### src/rtl/hsfp_pkg.sv
// Shared types, widths and constants for the five-point heat stencil step.
package hsfp_pkg;

  localparam int MAX_GRID   = 1024;
  localparam int COL_W      = $clog2(MAX_GRID);
  localparam int GRID_W     = 11;
  localparam int CNT_W      = (COL_W + 1 > GRID_W) ? COL_W + 1 : GRID_W;
  localparam int DATA_W     = 32;
  localparam int COEF_W     = 16;
  localparam int CFG_W      = 16;
  localparam int R2_W       = COEF_W + 3;
  localparam int SUM_W      = DATA_W + 2;
  localparam int PROD_W     = DATA_W + R2_W;
  localparam int ACC_W      = PROD_W + 1;
  localparam int FRAC_SHIFT = 16;
  localparam int Q_W        = ACC_W - FRAC_SHIFT;
  localparam int MEM_W      = 2 * DATA_W;

  localparam logic [GRID_W-1:0] N_CLAMP =
    GRID_W'((MAX_GRID < 2 ** GRID_W) ? MAX_GRID : 2 ** GRID_W - 1);
  localparam logic [GRID_W-1:0] N_RESET =
    GRID_W'((MAX_GRID < 1024) ? MAX_GRID : 1024);

  localparam logic signed [R2_W-1:0]   R2_ONE     = R2_W'(65536);
  localparam logic signed [ACC_W-1:0]  ROUND_HALF = ACC_W'(32768);
  localparam logic signed [DATA_W-1:0] SAT_MAX    = {1'b0, {(DATA_W-1){1'b1}}};
  localparam logic signed [DATA_W-1:0] SAT_MIN    = {1'b1, {(DATA_W-1){1'b0}}};

  typedef enum logic [0:0] {
    CFG_GRID_SIZE = 1'b0,
    CFG_COEFF_R   = 1'b1
  } cfg_idx_t;

  typedef struct packed {
    logic [COL_W-1:0]         col;
    logic signed [DATA_W-1:0] sample;
    logic                     emit;
    logic                     drain;
    logic                     up_zero;
    logic                     left_zero;
    logic                     right_zero;
    logic                     last;
  } p1_item_t;

endpackage

### src/rtl/hsfp_arith.sv
// Stencil multiply stage with rounding and saturation of the weighted sum.
module hsfp_arith (
  input  logic                               clk,
  input  logic                               en,
  input  logic signed [hsfp_pkg::DATA_W-1:0] c_in,
  input  logic signed [hsfp_pkg::SUM_W-1:0]  nsum_in,
  input  logic signed [hsfp_pkg::R2_W-1:0]   r2,
  input  logic [hsfp_pkg::COEF_W-1:0]        coef,
  output logic signed [hsfp_pkg::DATA_W-1:0] value
);
  import hsfp_pkg::*;

  logic signed [PROD_W-1:0] prod_c_r;
  logic signed [PROD_W-1:0] prod_n_r;
  logic signed [ACC_W-1:0]  acc;
  logic signed [Q_W-1:0]    q;
  logic [Q_W-DATA_W:0]      q_hi;
  logic                     ovf;

  always_ff @(posedge clk) begin
    if (en) begin
      prod_c_r <= PROD_W'(r2) * PROD_W'(c_in);
      prod_n_r <= PROD_W'($signed({1'b0, coef})) * PROD_W'(nsum_in);
    end
  end

  always_comb begin
    acc   = ACC_W'(prod_c_r) + ACC_W'(prod_n_r) + ROUND_HALF;
    q     = acc[ACC_W-1:FRAC_SHIFT];
    q_hi  = q[Q_W-1:DATA_W-1];
    ovf   = !((&q_hi) || !(|q_hi));
    if (ovf) begin
      value = q[Q_W-1] ? SAT_MIN : SAT_MAX;
    end else begin
      value = q[DATA_W-1:0];
    end
  end

endmodule

### config.mk
export PLATFORM = sky130hd
export DESIGN_NAME = hsfp_arith
export DESIGN_NICKNAME = d
export VERILOG_FILES = /design/src/rtl/hsfp_pkg.sv /design/src/rtl/hsfp_arith.sv
export SDC_FILE = /design/constraint.sdc
export NUM_CORES = 2
export LEC_CHECK = 0
export BUFFER_PORTS_ARGS = -buffer_cell sky130_fd_sc_hd__buf_2
export CAP_MARGIN = 20
export CELL_PAD_IN_SITES_DETAIL_PLACEMENT = 1
export CELL_PAD_IN_SITES_GLOBAL_PLACEMENT = 1
export CORE_MARGIN = 2
export CORE_UTILIZATION = 45
export DETAILED_ROUTE_END_ITERATION = 8
export PLACE_DENSITY_LB_ADDON = 0.1
export SYNTH_ARGS = -nofsm -noshare
export SYNTH_HDL_FRONTEND = slang
export SYNTH_SLANG_ARGS = --single-unit
### constraint.sdc
create_clock -name clk -period 16.93 [get_ports clk]
set_clock_uncertainty 0.05 [all_clocks]
set_input_delay 3.386 -clock clk [delete_from_list [all_inputs] [get_ports clk]]
set_output_delay 3.386 -clock clk [all_outputs]
set_load 0.005 [all_outputs]
# Yosys cells after proc, flatten, opt, wreduce, memory -nomap -nowiden
# Index checks and enable logic that the tools add are counted.
[classes] n_mux=2 mul=2 reduce_logical=4 addsub=2
[op_table] op="$mux W32" n=2
[op_table] op="$add A51 B51 Y52" n=1
[op_table] op="$add A52 B17 Y52 const B" n=1
[op_table] op="$mul A17 B34 Y51" n=1
[op_table] op="$mul A19 B32 Y51" n=1
[op_table] op="$reduce_and A5 Y1" n=1
[op_table] op="$reduce_or A5 Y1" n=1
[op_table] op="$logic_not A1 Y1" n=1
[op_table] op="$logic_or A1 B1 Y1" n=1
[totals] reg_bits=102 out_inout_bits=32 in_bits=103

# Logic depth before layout (Yosys ltp)
[depth] depth_word=6 depth_mapped=28

# Least setup slack after synthesis
# No wires, ideal clock.
[synth_timing] kind="input to register" from="in c_in[28] (netlist bit)" to="reg prod_c_r[49] (data pin)" stages=28 slack_ns=6.921 setup_time_ns=0.258 required_ns=16.622 t_arrival_ns=9.701 cell_sequence="clkbuf_1 -> clkbuf_1 -> nand2_1 -> fa_1 -> inv_1 -> fa_1 -> inv_1 -> fa_1 -> inv_1 -> fa_1 -> fa_1 -> inv_1 -> fa_1 -> inv_1 -> ha_1 -> ha_1 -> clkbuf_1 -> and4_1 -> and3_1 -> nand2_1 -> o21bai_1 -> a221oi_1 -> a31oi_1 -> a32oi_1 -> a21boi_1 -> a211o_1 -> a31oi_1 -> xnor2_1"
[synth_via] elab_chain_cells=1
[synth_lines] element="start: declaration" line_no="hsfp_arith.sv:5" text="input logic signed [hsfp_pkg::DATA_W-1:0] c_in,"
[synth_lines] element="$mul A19 B32 Y51" line_no="hsfp_arith.sv:22" text="prod_c_r <= PROD_W'(r2) * PROD_W'(c_in);"
[synth_lines] element="end signal: assignment" line_no="hsfp_arith.sv:22"
[synth_lines] element="end: declaration" line_no="hsfp_arith.sv:13" text="logic signed [PROD_W-1:0] prod_c_r;"
# No other way between the ends.
# A chain may end at the register's enable or synchronous reset.

# Worst setup path after layout
[layout_timing] from="in coef[2] (netlist bit)" to="reg prod_n_r[50] (data pin)"
[layout_via] elab_chain_cells=1
[layout_lines] element="start: declaration" line_no="hsfp_arith.sv:8" text="input logic [hsfp_pkg::COEF_W-1:0] coef,"
[layout_lines] element="$mul A17 B34 Y51" line_no="hsfp_arith.sv:23" text="prod_n_r <= PROD_W'($signed({1'b0, coef})) * PROD_W'(nsum_in);"
[layout_lines] element="end signal: assignment" line_no="hsfp_arith.sv:23"
[layout_lines] element="end: declaration" line_no="hsfp_arith.sv:14" text="logic signed [PROD_W-1:0] prod_n_r;"
# No other way between the ends.

==> results.py <==
metrics = {
    "global_routing": {
        "grt.total_usage_pct": 26.53,
        "grt_max_degree": 65,
        "grt_pass1_vias": 37284,
        "grt_overflow": 0,
        "antenna_found_initial": 3,
        "grt_pass1_wl_um": 213300,
    },
    "floorplan": {
        "die_height_um": 323.7,
        "dieArea_um2": 104800,
        "core.rowCount": 117,
        "io-pin-count": 135,
        "fp.dieW_um": 323.7,
        "start_util_pct": 45.28,
        "coreArea_um2": 101600,
    },
    "yosys": {
        "synth_cell_types": 75,
        "synth_enable_flop_cells": 102,
        "syn_avg_cell_area_um2": 9.220,
        "synth.most_common_cell": "inv_1",
        "async_flop_share_pct": 0,
        "seq_area_frac_synth_pct": 6.658,
        "ys_ff_latch": 102,
        "netlist_area_um2": 46010,
        "yosysWarnings": 0,
        "synth_common_cells": "inv_1 (1274), fa_1 (1107), nand2_1 (746)",
        "ys.flop_type": "edfxtp_1",
        "syn-num-nets": 6559,
        "synth_top_area_share_pct": 48.17,
        "ys_top_cells_by_area": "fa_1 (48%), inv_1 (10%), ha_1 (9.8%)",
        "synth.largest_area_cell": "fa_1",
        "syn_inst": 4990,
    },
    "clock_tree": {
        "clock-sinks": 102,
        "cts_made_buffers": 9,
        "clk_pin_slew_ns": 0.06,
        "ctsRootBufferMaster": "clkbuf_16",
        "cts_tree": "yes",
        "cts_setup_buffers": 0,
        "cts_resized": 0,
        "ctsHoldBuffers": 0,
        "h-tree-depth": 3,
        "clk_path_buf_depth": 2,
    },
    "timing": {
        "tightest_slew_ns": 1.022,
        "fmax_ghz": 0.09259,
        "period_share_pct": 63.79,
        "setup_violations": 0,
        "fin_crit_ns": 10.80,
        "tns_ns": 0,
        "rsz0062_at_grt": "no",
        "hold_violations": 0,
        "drv_slew": 0,
        "slew_headroom_pct": 31.89,
    },
    "final_layout": {
        "instances_no_fill": 6296,
        "drive_above_1_share_pct": 4.140,
        "diodes": 0,
        "nets": 6492,
        "area_delta_synth_final_pct": 3.944,
    },
    "worst_setup_path": {
        "path_buf_inv": 6,
        "cp_top_family": "adder cells",
        "critPathKind": "primary input to flop",
        "end_kind": "flop",
        "crit_path_start_kind": "primary input",
        "worstPathRequired_ns": 16.99,
        "cp_common_cell": "fa_1",
        "worstPathMaxFanout": 34,
        "crit_start": "coef[2]",
        "worstSetupEndpoint": "prod_n_r[50]",
        "cp.depth": 25,
        "arrival_ns": 10.86,
        "crit_slowest_cell": "a2111oi_2",
        "max_stage_delay_ns": 0.75,
    },
    "worst_hold_path": {
        "holdCritStartpoint": "en",
        "hold_path.class": "primary input to flop",
    },
    "placed_design": {
        "dp.cells": 6280,
        "port-buffer-count": 134,
        "dp_hpwl_um": 102800,
        "gp_congestion": 0.8598,
    },
    "drt": {
        "final_antenna_net_count": 0,
        "vias_per_cell": 5.189,
        "drt_iter0_drc": 1393,
        "wl_um": 131400,
        "post_drt_wl_per_cell_um": 20.86,
        "drcViolationCount": 0,
        "route.vias.total": 32673,
        "first_pass_iters": 5,
    },
    "flow_run": {
        "drv_cap": 0,
    },
    "status": {
        "outcome": "completed",
    },
}
==> registers in the layout (all words and copies together) (netlist names) <==
| name | flops |
|---|---|
| prod_c_r | 51 |
| prod_n_r | 51 |
==> stage by stage <==
step / worst slack (ns) / hold slack, ns / utilization, % / area, um^2
after detailed placement: 5.691 / 3.858 / 46.79 / 47530
after CTS: 6.086 / 3.460 / 47.07 / 47820
final: 6.130 / 3.458 / 47.07 / 47820
after floorplan: 6.921 / 3.449 / - / 46010
after global placement: 5.824 / 3.851 / 46.79 / 47530
after global routing: 5.846 / 3.485 / 47.07 / 47820
==> routing by layer <==
metal  global-route usage, %  share of wire, %  wire length [um]  vias to the layer above
met5                       0                 0                 0                        -
met3                   2.460               4.0              5192                      159
met2                   45.19                49             64260                      654
met4                   6.070               2.2              2939                        0
met1                   36.74                45             58960                    17353
li1                        -                 -                 -                    14507
==> how the worst min path moves through the flow <==
| stage | endpoint | slack [ns] | cells after the start |
|---|---|---|---|
| final | prod_n_r[48] | 3.46 | 1 |
| after global routing | prod_n_r[48] | 3.48 | 1 |
| after CTS | prod_n_r[48] | 3.46 | 1 |
| after detailed placement | prod_n_r[48] | 3.86 | 1 |
| after global placement | prod_n_r[48] | 3.85 | 1 |
| after floorplan | prod_c_r[0] | 3.45 | 0 |
==> cell type report <==
| class | instances | area, um^2 |
|---|---|---|
| timing repair buffer | 145 | 755.7 |
| clock inverter | 6 | 60.06 |
| fill | 11857 | 53770 |
| multi-input combinational | 3391 | 37220 |
| tap | 1368 | 1712 |
| sequential | 102 | 3063 |
| inverter | 1274 | 4782 |
| clock buffer | 10 | 229.0 |
==> cells in the final DEF, fill, tap and decap left out, types with 17 or more instances in the layout <==
master,instances
and2_1,427
nand4_1,25
a21o_1,79
nand2b_1,23
o21ai_2,21
inv_1,1274
a21oi_1,118
nor2_1,72
edfxtp_1,102
o21ai_0,58
ha_1,359
nand3_1,17
buf_2,133
fa_1,1107
nand2_1,746
xor2_1,42
o21bai_1,22
xnor2_1,95
o21a_1,18
==> cell families after synthesis <==
| family | share of synthesized area (%) |
|---|---|
| DFF | 6.658 |
| muxes | 0.02176 |
| and+or+nand+nor | 14.16 |
| buffers and inverters | 12.44 |
| AOI/OAI and AO/OA | 6.106 |
| adders and majority gates | 57.93 |
| xor gates and xnor gates | 2.679 |
Power is left out: the tool's default activity adds up to more than one toggle a clock period on the data nets, which glitch-free logic cannot reach.
